--- config.mk ---
export PLATFORM = sky130hd
export DESIGN_NAME = dual_slope_phase_tracker_unit
export DESIGN_NICKNAME = d
export VERILOG_FILES = /design/src/rtl/dspt_pkg.sv /design/src/rtl/dual_slope_phase_tracker_unit.sv /design/src/rtl/dspt_lane.sv
export SDC_FILE = /design/constraint.sdc
export NUM_CORES = 2
export LEC_CHECK = 0
export BUFFER_PORTS_ARGS = -buffer_cell sky130_fd_sc_hd__buf_2
export CORE_ASPECT_RATIO = 1.4
export CORE_MARGIN = 3
export CORE_UTILIZATION = 40
export DETAILED_ROUTE_END_ITERATION = 10
export GPL_TIMING_DRIVEN = 1
export PLACE_DENSITY = 0.55
export SETUP_SLACK_MARGIN = 0.3
export SYNTH_ARGS = -nofsm -noshare
export SYNTH_HDL_FRONTEND = slang
export SYNTH_SLANG_ARGS = --single-unit
--- constraint.sdc ---
create_clock -name clk -period 10.7 [get_ports clk]
set_clock_uncertainty 0.05 [all_clocks]
set_input_delay 1.605 -clock clk [delete_from_list [all_inputs] [get_ports clk]]
set_output_delay 1.605 -clock clk [all_outputs]
set_load 0.005 [all_outputs]
--- src/rtl/dspt_pkg.sv ---
// Shared constants, status type and arctangent table for the phase tracker.
package dspt_pkg;

    localparam int SAMPLE_WIDTH_DEF = 32;
    localparam int ANGLE_STEPS_DEF  = 16;
    localparam int PHASE_W          = 16;
    localparam int ANGLE_W          = 36;
    localparam int ATAN_ENTRIES     = 24;
    localparam int ATAN_IDX_W       = 5;

    localparam logic signed [PHASE_W-1:0] PHASE_LIMIT = 16'sd25736;
    localparam logic signed [ANGLE_W-1:0] PI_Q30      = 36'sd3373259426;
    localparam logic signed [ANGLE_W-1:0] ROUND_HALF  = 36'sd65536;

    typedef struct packed {
        logic done;
        logic err;
    } dspt_lane_stat_t;

    // atan(2^-i) in Q30
    function automatic logic signed [ANGLE_W-1:0] atan_q30(input logic [ATAN_IDX_W-1:0] idx);
        logic signed [ANGLE_W-1:0] a;
        begin
            case (idx)
                5'd0:    a = 36'sd843314857;
                5'd1:    a = 36'sd497837829;
                5'd2:    a = 36'sd263043837;
                5'd3:    a = 36'sd133525159;
                5'd4:    a = 36'sd67021687;
                5'd5:    a = 36'sd33543516;
                5'd6:    a = 36'sd16775851;
                5'd7:    a = 36'sd8388437;
                5'd8:    a = 36'sd4194283;
                5'd9:    a = 36'sd2097149;
                5'd10:   a = 36'sd1048576;
                5'd11:   a = 36'sd524288;
                5'd12:   a = 36'sd262144;
                5'd13:   a = 36'sd131072;
                5'd14:   a = 36'sd65536;
                5'd15:   a = 36'sd32768;
                5'd16:   a = 36'sd16384;
                5'd17:   a = 36'sd8192;
                5'd18:   a = 36'sd4096;
                5'd19:   a = 36'sd2048;
                5'd20:   a = 36'sd1024;
                5'd21:   a = 36'sd512;
                5'd22:   a = 36'sd256;
                5'd23:   a = 36'sd128;
                default: a = '0;
            endcase
            return a;
        end
    endfunction

endpackage

--- src/rtl/dual_slope_phase_tracker_unit.sv ---
// Top level: sample history, two channel lanes and the merging output register.
//
//  channel   group                              fields (low bit first)
//  input     s_tvalid / s_tready / s_tdata      sample_time, first_value, second_value
//  output    m_tvalid / m_tready / m_tdata      first_slope, second_slope,
//            m_tuser                            first_phase, second_phase; step_error
//  config    cfg_wr_en / cfg_wr_data            use_time_step
//
// Each sample after the first passes through the bit-serial divider and the CORDIC loop
// in each lane; saturated or unit-step slopes skip the divider and a zero slope skips
// the CORDIC.
// Both lanes run in parallel; one sample is in flight at a time.
// The result waits in the output register; s_tready returns once the result is loaded.
// The very first sample after reset is stored and yields no result.
// Reset is asynchronous, active low, and sets use_time_step to 1.
module dual_slope_phase_tracker_unit #(
    parameter int SAMPLE_WIDTH = dspt_pkg::SAMPLE_WIDTH_DEF,
    parameter int ANGLE_STEPS  = dspt_pkg::ANGLE_STEPS_DEF
) (
    input  logic                                               clk,
    input  logic                                               rst_n,
    input  logic                                               s_tvalid,
    output logic                                               s_tready,
    // sample_time, first_value, second_value
    input  logic [((3*SAMPLE_WIDTH+7)/8)*8-1:0]                s_tdata,
    output logic                                               m_tvalid,
    input  logic                                               m_tready,
    // first_slope, second_slope, first_phase, second_phase
    output logic [((2*SAMPLE_WIDTH+2*dspt_pkg::PHASE_W+7)/8)*8-1:0] m_tdata,
    // step_error
    output logic                                               m_tuser,
    input  logic                                               cfg_wr_en,
    input  logic                                               cfg_wr_data
);
    import dspt_pkg::*;

    localparam int W     = SAMPLE_WIDTH;
    localparam int OUT_W = ((2*W+2*PHASE_W+7)/8)*8;

    logic [W-1:0]          prev_time_reg;
    logic signed [W-1:0]   prev_first_reg, prev_second_reg;
    logic                  have_prev_reg, busy_reg, use_time_step_reg, m_tvalid_reg;
    logic                  err_reg;
    logic [2*W+2*PHASE_W-1:0] payload_reg;

    logic [W-1:0]          in_time;
    logic signed [W-1:0]   in_first, in_second;
    logic signed [W:0]     dt, d1, d2;
    logic                  accept, start, ack;
    dspt_lane_stat_t       stat1, stat2;
    logic signed [W-1:0]   slope1, slope2;
    logic signed [PHASE_W-1:0] phase1, phase2;

    assign in_time   = s_tdata[W-1:0];
    assign in_first  = s_tdata[2*W-1:W];
    assign in_second = s_tdata[3*W-1:2*W];
    assign dt        = $signed({1'b0, in_time}) - $signed({1'b0, prev_time_reg});
    assign d1        = (W+1)'(in_first) - (W+1)'(prev_first_reg);
    assign d2        = (W+1)'(in_second) - (W+1)'(prev_second_reg);

    assign s_tready = !busy_reg;
    assign accept   = s_tvalid && s_tready;
    assign start    = accept && have_prev_reg;
    // merge: take both lanes once the output register is free
    assign ack      = stat1.done && stat2.done && (!m_tvalid_reg || m_tready);

    dspt_lane #(.SAMPLE_WIDTH(W), .ANGLE_STEPS(ANGLE_STEPS)) u_lane1 (
        .clk(clk), .rst_n(rst_n), .start(start), .ack(ack), .timed(use_time_step_reg),
        .diff(d1), .step(dt), .value(in_first),
        .stat(stat1), .slope(slope1), .phase(phase1)
    );

    dspt_lane #(.SAMPLE_WIDTH(W), .ANGLE_STEPS(ANGLE_STEPS)) u_lane2 (
        .clk(clk), .rst_n(rst_n), .start(start), .ack(ack), .timed(use_time_step_reg),
        .diff(d2), .step(dt), .value(in_second),
        .stat(stat2), .slope(slope2), .phase(phase2)
    );

    always_ff @(posedge clk or negedge rst_n)
    begin
        if (!rst_n)
        begin
            prev_time_reg     <= '0;
            prev_first_reg    <= '0;
            prev_second_reg   <= '0;
            have_prev_reg     <= 1'b0;
            busy_reg          <= 1'b0;
            use_time_step_reg <= 1'b1;
            m_tvalid_reg      <= 1'b0;
        end
        else
        begin
            if (cfg_wr_en)
                use_time_step_reg <= cfg_wr_data;
            if (accept)
            begin
                prev_time_reg   <= in_time;
                prev_first_reg  <= in_first;
                prev_second_reg <= in_second;
                have_prev_reg   <= 1'b1;
            end
            if (start)
                busy_reg <= 1'b1;
            else if (ack)
                busy_reg <= 1'b0;
            if (ack)
                m_tvalid_reg <= 1'b1;
            else if (m_tready)
                m_tvalid_reg <= 1'b0;
        end
    end

    always_ff @(posedge clk)
    begin
        if (ack)
        begin
            payload_reg <= {phase2, phase1, slope2, slope1};
            err_reg     <= stat1.err | stat2.err;
        end
    end

    assign m_tvalid = m_tvalid_reg;
    assign m_tdata  = OUT_W'(payload_reg);
    assign m_tuser  = err_reg;

endmodule

--- src/rtl/dspt_lane.sv ---
// One channel lane: restoring divider for the slope, then vectoring CORDIC for the phase.
module dspt_lane #(
    parameter int SAMPLE_WIDTH = dspt_pkg::SAMPLE_WIDTH_DEF,
    parameter int ANGLE_STEPS  = dspt_pkg::ANGLE_STEPS_DEF
) (
    input  logic                                 clk,
    input  logic                                 rst_n,
    input  logic                                 start,
    input  logic                                 ack,
    input  logic                                 timed,
    input  logic signed [SAMPLE_WIDTH:0]         diff,
    input  logic signed [SAMPLE_WIDTH:0]         step,
    input  logic signed [SAMPLE_WIDTH-1:0]       value,
    output dspt_pkg::dspt_lane_stat_t            stat,
    output logic signed [SAMPLE_WIDTH-1:0]       slope,
    output logic signed [dspt_pkg::PHASE_W-1:0]  phase
);
    import dspt_pkg::*;

    localparam int W   = SAMPLE_WIDTH;
    localparam int XW  = W + 3;
    localparam int OW  = 2 * W - 15;
    localparam int DCW = $clog2(W);
    localparam int ACW = $clog2(ANGLE_STEPS);
    localparam logic signed [W-1:0] SMAX = {1'b0, {(W-1){1'b1}}};
    localparam logic signed [W-1:0] SMIN = {1'b1, {(W-1){1'b0}}};

    typedef enum logic [6:0] {
        ST_IDLE = 7'b0000001,
        ST_DIV  = 7'b0000010,
        ST_SIGN = 7'b0000100,
        ST_PREP = 7'b0001000,
        ST_ROT  = 7'b0010000,
        ST_FIN  = 7'b0100000,
        ST_DONE = 7'b1000000
    } lane_state_t;

    lane_state_t                 state_reg, state_next;
    logic [DCW-1:0]              dcnt_reg, dcnt_next;
    logic [ACW-1:0]              acnt_reg, acnt_next;
    logic                        err_reg, err_next;

    logic [W+1:0]                rem_reg, rem_next;
    logic [W-1:0]                dlow_reg, dlow_next;
    logic [W-1:0]                quo_reg, quo_next;
    logic [W:0]                  den_reg, den_next;
    logic                        neg_reg, neg_next;
    logic signed [W-1:0]         slope_reg, slope_next;
    logic signed [W-1:0]         value_reg, value_next;
    logic signed [XW-1:0]        x_reg, x_next;
    logic signed [XW-1:0]        y_reg, y_next;
    logic signed [ANGLE_W-1:0]   z_reg, z_next;
    logic signed [PHASE_W-1:0]   phase_reg, phase_next;

    logic [W:0]                  num_abs, den_abs;
    logic                        ovf;
    logic [W+1:0]                trial;
    logic signed [XW-1:0]        sx, sy, xs, ys;
    logic signed [ANGLE_W-1:0]   zr, qz;

    always_comb
    begin
        num_abs = diff[W] ? (W+1)'(-diff) : (W+1)'(diff);
        den_abs = step[W] ? (W+1)'(-step) : (W+1)'(step);
        ovf     = OW'(num_abs) >= (OW'(den_abs) << (W - 16));
        trial   = {rem_reg[W:0], dlow_reg[W-1]};
        sx      = x_reg >>> acnt_reg;
        sy      = y_reg >>> acnt_reg;
        xs      = XW'(value_reg);
        ys      = XW'(slope_reg);
        zr      = z_reg + ROUND_HALF;
        qz      = zr >>> 17;

        state_next = state_reg;
        dcnt_next  = dcnt_reg;
        acnt_next  = acnt_reg;
        err_next   = err_reg;
        rem_next   = rem_reg;
        dlow_next  = dlow_reg;
        quo_next   = quo_reg;
        den_next   = den_reg;
        neg_next   = neg_reg;
        slope_next = slope_reg;
        value_next = value_reg;
        x_next     = x_reg;
        y_next     = y_reg;
        z_next     = z_reg;
        phase_next = phase_reg;

        case (state_reg)
            ST_IDLE:
            begin
                if (start)
                begin
                    value_next = value;
                    err_next   = 1'b0;
                    neg_next   = diff[W] ^ step[W];
                    den_next   = den_abs;
                    rem_next   = (W+2)'(num_abs >> (W - 16));
                    dlow_next  = W'({num_abs, 16'b0});
                    dcnt_next  = '0;
                    state_next = ST_PREP;
                    if (!timed)
                    begin
                        if (diff[W] != diff[W-1])
                            slope_next = diff[W] ? SMIN : SMAX;
                        else
                            slope_next = diff[W-1:0];
                    end
                    else if (step == '0)
                    begin
                        err_next = 1'b1;
                        if (diff == '0)
                            slope_next = '0;
                        else
                            slope_next = diff[W] ? SMIN : SMAX;
                    end
                    else if (ovf)
                        slope_next = (diff[W] ^ step[W]) ? SMIN : SMAX;
                    else
                        state_next = ST_DIV;
                end
            end
            ST_DIV:
            begin
                if (trial >= (W+2)'(den_reg))
                begin
                    rem_next = trial - (W+2)'(den_reg);
                    quo_next = {quo_reg[W-2:0], 1'b1};
                end
                else
                begin
                    rem_next = trial;
                    quo_next = {quo_reg[W-2:0], 1'b0};
                end
                dlow_next = dlow_reg << 1;
                dcnt_next = dcnt_reg + 1'b1;
                if (dcnt_reg == DCW'(W - 1))
                    state_next = ST_SIGN;
            end
            ST_SIGN:
            begin
                if (neg_reg)
                    slope_next = (quo_reg > {1'b1, {(W-1){1'b0}}}) ? SMIN : -quo_reg;
                else
                    slope_next = (quo_reg > SMAX) ? SMAX : quo_reg;
                state_next = ST_PREP;
            end
            ST_PREP:
            begin
                acnt_next = '0;
                if (slope_reg == '0)
                begin
                    phase_next = value_reg[W-1] ? PHASE_LIMIT : '0;
                    state_next = ST_DONE;
                end
                else
                begin
                    state_next = ST_ROT;
                    if (value_reg[W-1])
                    begin
                        z_next = slope_reg[W-1] ? -PI_Q30 : PI_Q30;
                        x_next = -xs;
                        y_next = -ys;
                    end
                    else
                    begin
                        z_next = '0;
                        x_next = xs;
                        y_next = ys;
                    end
                end
            end
            ST_ROT:
            begin
                if (!y_reg[XW-1])
                begin
                    x_next = x_reg + sy;
                    y_next = y_reg - sx;
                    z_next = z_reg + atan_q30(ATAN_IDX_W'(acnt_reg));
                end
                else
                begin
                    x_next = x_reg - sy;
                    y_next = y_reg + sx;
                    z_next = z_reg - atan_q30(ATAN_IDX_W'(acnt_reg));
                end
                acnt_next = acnt_reg + 1'b1;
                if (acnt_reg == ACW'(ANGLE_STEPS - 1))
                    state_next = ST_FIN;
            end
            ST_FIN:
            begin
                // round Q30 to Q3.13, then clamp to +-pi
                if (qz > ANGLE_W'(PHASE_LIMIT))
                    phase_next = PHASE_LIMIT;
                else if (qz < -ANGLE_W'(PHASE_LIMIT))
                    phase_next = -PHASE_LIMIT;
                else
                    phase_next = qz[PHASE_W-1:0];
                state_next = ST_DONE;
            end
            ST_DONE:
            begin
                if (ack)
                    state_next = ST_IDLE;
            end
            default:
                state_next = ST_IDLE;
        endcase
    end

    always_ff @(posedge clk or negedge rst_n)
    begin
        if (!rst_n)
        begin
            state_reg <= ST_IDLE;
            dcnt_reg  <= '0;
            acnt_reg  <= '0;
            err_reg   <= 1'b0;
        end
        else
        begin
            state_reg <= state_next;
            dcnt_reg  <= dcnt_next;
            acnt_reg  <= acnt_next;
            err_reg   <= err_next;
        end
    end

    always_ff @(posedge clk)
    begin
        rem_reg   <= rem_next;
        dlow_reg  <= dlow_next;
        quo_reg   <= quo_next;
        den_reg   <= den_next;
        neg_reg   <= neg_next;
        slope_reg <= slope_next;
        value_reg <= value_next;
        x_reg     <= x_next;
        y_reg     <= y_next;
        z_reg     <= z_next;
        phase_reg <= phase_next;
    end

    assign stat.done = (state_reg == ST_DONE);
    assign stat.err  = err_reg;
    assign slope     = slope_reg;
    assign phase     = phase_reg;

endmodule

Yosys cells after proc, flatten, opt, wreduce, memory -nomap -nowiden

Memories as Yosys holds them, arrays and structs flattened.
Index checks and enable logic that the tools add are counted.

Register bits after elaboration: 865
Logic and storage cells: 273
ROM bits: 1920
Memories kept: 4
Output and inout port bits: 99
Input port bits: 102

Add/subtract/negate cells: 32
Bitwise gates (word level): 3
Muxes and demuxes: 111
Reduce and logical (&&, ||, !) cells: 34
Shift-type cells: 4
Order comparisons: 12
Equal/unequal tests: 34

Memories:

| memory           | words | width | rd ports | clocked after Yosys merged registers in | write ports | line           | RTL |
|---|---|---|---|---|---|---|---|
| (name not given) | 16    | 30    | 1        | 0                                       | 0           | dspt_pkg.sv:24 | `case (idx)` |
| (name not given) | 16    | 30    | 1        | 0                                       | 0           | dspt_pkg.sv:24 |  |
| (name not given) | 16    | 30    | 1        | 0                                       | 0           | dspt_pkg.sv:24 |  |
| (name not given) | 16    | 30    | 1        | 0                                       | 0           | dspt_pkg.sv:24 |  |

Operators by type and width:

| cell                                                             | number |
|---|---|
| 32-bit 2-to-1 mux                                                | 24 |
| 36-bit 2-to-1 mux                                                | 16 |
| 35-bit 2-to-1 mux                                                | 12 |
| 35-bit case mux with 2 select lines                              | 4 |
| 32-bit case mux with 2 select lines                              | 4 |
| 33-bit 2-to-1 mux                                                | 7 |
| 36-bit case mux with 2 select lines                              | 2 |
| 35-bit adder                                                     | 4 |
| 32-bit negation with 35-bit output                               | 4 |
| 35-bit by 4-bit >>> shifter with 35-bit output                   | 4 |
| 35-bit subtractor                                                | 4 |
| 33-bit case mux with 2 select lines                              | 2 |
| 33-bit logical NOT                                               | 3 |
| 33-bit negation                                                  | 3 |
| 32-bit by 32-bit subtractor with 33-bit output                   | 3 |
| 33-bit by 49-bit greater-or-equal comparator with 1-bit output   | 2 |
| 7-bit case mux with 7 select lines                               | 2 |
| 16-bit 2-to-1 mux                                                | 6 |
| 7-bit 2-to-1 mux                                                 | 13 |
| 36-bit by 18-bit adder with 36-bit output, second input constant | 2 |
| 36-bit adder                                                     | 2 |
| 36-bit subtractor                                                | 2 |
| 34-bit by 33-bit greater-or-equal comparator with 1-bit output   | 2 |
| 33-bit subtractor                                                | 2 |
| other kinds (38)                                                 | 101 |

Logic depth before layout (Yosys ltp)

Word-level depth: 9
Depth in mapped cells: 34
Depth with buffers taken out: 28

Cells and area by module

From an unflattened synthesis, not the netlist that was laid out.

Cells, all modules: 8105
Area, all modules: 72330.6 um^2

By module, submodules not included:

| module                        | area an instance (um^2) | times used | cells an instance |
|---|---|---|---|
| dspt_lane (u_lane1)           | 30544.3                 | 1          | 3515 |
| dspt_lane (u_lane2)           | 30296.6                 | 1          | 3420 |
| dual_slope_phase_tracker_unit | 11489.8                 | 1          | 1170 |

Worst setup path before layout

No wires, ideal clock.

Kind: input to register
Start point: input port m_tready
End point: register u_lane1.slope_reg[0] (netlist: u_lane1.slope[0]) (enable)
Library setup time: 0.425 ns
Arrival time: 8.881 ns
Cell stages on the path: 7
Path slack: 1.344 ns
Required time: 10.225 ns
Cells stage by stage: inv_1 > a21oi_1 > nand2b_1 > and3_1 > nand2_1 > clkbuf_1 > o21ai_1

RTL lines:

| what                   | line                                | RTL |
|---|---|---|
| start: declaration     | dual_slope_phase_tracker_unit.sv:27 | `input logic m_tready,` |
| end signal: assignment | dspt_lane.sv:238                    | `slope_reg <= slope_next;` |
| end: declaration       | dspt_lane.sv:48                     | `logic signed [W-1:0] slope_reg, slope_next;` |

Final worst setup path

Start point: input port s_tdata[64]
End point: register u_lane2.slope_reg[20] (netlist: u_lane2.slope[20]) (enable)

Cells in the longest elaborated chain, start to end: 6

RTL lines:

| what                                                               | line                                | RTL |
|---|---|---|
| start: declaration                                                 | dual_slope_phase_tracker_unit.sv:25 | `input logic [((3*SAMPLE_WIDTH+7)/8)*8-1:0] s_tdata,` |
| 32-bit by 32-bit subtractor with 33-bit output (*)                 | dual_slope_phase_tracker_unit.sv:59 | `assign d2 = (W+1)'(in_second) - (W+1)'(prev_second_reg);` |
| 33-bit negation                                                    | dspt_lane.sv:63                     | `num_abs = diff[W] ? (W+1)'(-diff) : (W+1)'(diff);` |
| 33-bit 2-to-1 mux (*)                                              | dspt_lane.sv:63                     |  |
| 33-bit by 49-bit greater-or-equal comparator with 1-bit output (*) | dspt_lane.sv:65                     | `ovf = OW'(num_abs) >= (OW'(den_abs) << (W - 16));` |
| 4-bit by 3-bit inequality test with 1-bit output (no line) (*)     | n/a                                 |  |
| 3-bit AND reduction (no line) (*)                                  | n/a                                 |  |
| end signal: assignment                                             | dspt_lane.sv:238                    |  |
| end: declaration                                                   | dspt_lane.sv:48                     |  |

Mark *: on every way between the ends. The rest lies on a longest branch, timed or not.
A chain may end at the register's enable or synchronous reset.

==> flow_summary.toml <==
[run_status]
status = "completed"

[clocking]
clkLatencyLatePin_ns = 0.75
cts_tree = "done"
clockRootBuffer = "clkbuf_16"
cts_buffer_depth = 3
postCtsSetupBuffers = 0
ctsHoldBuffers = 0
cts_resized = 0
cts_max_level = 3
cts_made_buffers = 95
cts_sinks = 833
clk_pin_slew_ns = 0.06

[logic_synthesis]
synth-main-ff-cell = "edfxtp_1"
ys_types = 120
synth_area_leaders = "edfxtp_1, ha_1, xnor2_1"
postSynthCellCount = 7786
async_flop_share_pct = 16.09
synth-edff-count = 699
yosys_warnings = 0
ys_ff_latch = 833
synth_area_um2 = 70310
synth_top_cell_area_share_pct = 29.85
yosysTopAreaCell = "edfxtp_1"
yosysSeqAreaShare_pct = 34.63
syn-num-nets = 8332
avgSynthCellArea_um2 = 9.031

[place]
io_buffer_count = 200
gp_routability_congestion = 0.9441
post-dp-hpwl_mm = 172.1
placed_cell_area_um2 = 73390
post-place-cells = 9986
place_ws_ns = 1.331

[layout]
fin_util_pct = 44.07
instances_no_fill = 10180
area.growth.synth_to_final_pct = 9.141
largest_reg_flops = 96
nets = 8342
stdcell_area_um2 = 76740
final_layout_size_suffix_gt1_share_pct = 9.737

[drt]
route.vias.total = 59880
first_iter_violations = 4721
ant_nets = 0
dr.pass1.iters = 6
wl_per_cell_um = 22.01
remaining_drc_errors = 0
wl_mm = 224.1
vias_per_cell = 5.881

[global_route]
grt_pass1_vias = 57350
grt_pass1_wl_mm = 340.6
grt_antenna_before_repair = 26
grt_remaining_overflow = 0
gr-usage-all-layers_pct = 23.93
grt_max_degree = 191

[floorplanning]
initial_core_util_pct = 40.38
core_area_um2 = 174200
die-area_um2 = 180900
dieWidth_um = 360.3
die_h_um = 502.1
row_count = 181
ios = 201

[power_and_ir_drop]
peakVddDrop_uv = 281.5
leakagePower_nw = 29.55
report.power.total_mw = 27.26
power.density_nw_per_um2 = 355.2

[setup_path]
critPathLaunchType = "input port"
max_stage_delay_ns = 0.93
cp.arrival_ns = 8.98
cp_top_family = "compound AO/OA/AOI/OAI gates"
slowest_stage = "a2111oi_0"
critPathKind = "in2reg"
crit_buf_inv = 3
crit_path_max_fanout = 32
cp_data_required_time_ns = 11.00
end_kind = "register"

[sta]
worst_slack_ns = 2.023
rsz0062_at_grt = "no"
tightest_slew_ns = 1.141
finalCritPeriodShare_pct = 81.10
hold_violations = 0
timing.hold.ws_ns = 0.3678
finalSetupViolCount = 0
max_slew_margin_pct = 23.94
fmax_mhz = 115.2
maxSlewViolCount = 0
period_minus_slack_ns = 8.677
final.setup.tns_ns = 0

[job]
cap_viol_max_count = 0

[hold_path]
hold_class = "reg2reg"
[routing by layer]
| metal | routed length [um] | vias to the layer above | global-route usage, % | share of wire [%] |
|---|---|---|---|---|
| met4 | 11250 | 10 | 11.43 | 5.0 |
| met1 | 91320 | 28910 | 29.24 | 41 |
| met5 | 65 | - | 0 | 0.029 |
| li1 | - | 28830 | - | - |
| met2 | 109900 | 1704 | 42.07 | 49 |
| met3 | 11520 | 420 | 2.640 | 5.1 |
[cells by family (layout without fill, tap and decap cells)]
| family | after synthesis | in the layout | synth area share, % |
|---|---|---|---|
| AO/OA/AOI/OAI | 2368 | 2368 | 20.74 |
| XOR/XNOR | 726 | 726 | 9.043 |
| adder cells (fa/ha/maj) | 445 | 445 | 8.032 |
| AND/OR/NAND/NOR | 2356 | 2356 | 16.34 |
| multiplexers | 308 | 308 | 7.048 |
| other | 0 | 17 | 0 |
| buffers and inverters | 750 | 841 | 4.175 |
| flip-flops | 833 | 833 | 34.63 |
[where the power goes]
group / switching [mW] / total (mW) / internal, mW
Sequential: 0.672 / 5.72 / 5.04
Clock: 1.48 / 3.53 / 2.05
Combinational: 11.2 / 18.0 / 6.85
[Yosys cell counts (36+ instances only)]
library cell / count
clkbuf_1: 244
nand3_1: 174
and2_1: 70
a21oi_1: 706
mux2i_1: 107
xnor2_1: 470
or3_1: 75
and3_1: 91
nand4_1: 51
nor2b_1: 81
ha_1: 433
inv_1: 383
nand2b_1: 89
a21o_1: 191
a31oi_1: 132
edfxtp_1: 699
o31ai_1: 99
nand2_1: 758
buf_1: 62
o21ai_0: 677
nor3_1: 140
o211ai_1: 52
mux2_2: 57
a211oi_1: 65
o21a_1: 83
xor2_1: 256
nor2_1: 565
buf_2: 41
nor4_1: 43
or2_2: 36
o21bai_1: 56
mux4_2: 144
dfrtp_1: 131
[cell usage in the layout, fill, tap and decap left out, drive strengths merged, types with 37 or more instances in the layout]
master,instances
nor3,142
clkbuf,113
mux2,57
nand4,51
nor4,53
nand2,759
xor2,256
edfxtp,699
ha,433
a211oi,67
a31oi,133
nor2,565
a21o,191
o21ai,691
a21oi,708
nand2b,89
xnor2,470
o21bai,56
buf,274
o31ai,101
inv,394
or2,38
o211ai,52
clkinv,37
o21a,83
mux4,144
and2,74
mux2i,107
dfrtp,131
nor2b,81
or4,38
and3,92
nand3,174
or3,76
[final cells by class]
class                   count  area, um2
well taps                2287       2861
fillers                 16940      97410
repair buffers            274       1575
clock buffers             113       2496
inverters                 389       1460
multi-input cells        6203      43120
diodes                     17      42.54
clock inverters            65      815.8
flip-flops and latches    833      24370
[worst paths after layout]
kind                       slack, ns                from                  end  depth (start not counted)
setup / recovery                2.02         s_tdata[64]    u_lane2.slope[20]                         26
hold / removal                  0.37    u_lane1.phase[4]          m_tdata[68]                          0
setup reg to reg                2.73  prev_second_reg[0]    u_lane2.slope[20]                         24
hold reg to reg                 0.37    u_lane1.phase[4]          m_tdata[68]                          0
max in group asynchronous       8.26               rst_n  u_lane1.acnt_reg[0]                          2
min in group asynchronous       0.89               rst_n   prev_second_reg[8]                          1
Note: power is estimated with default switching activity, not from simulation.
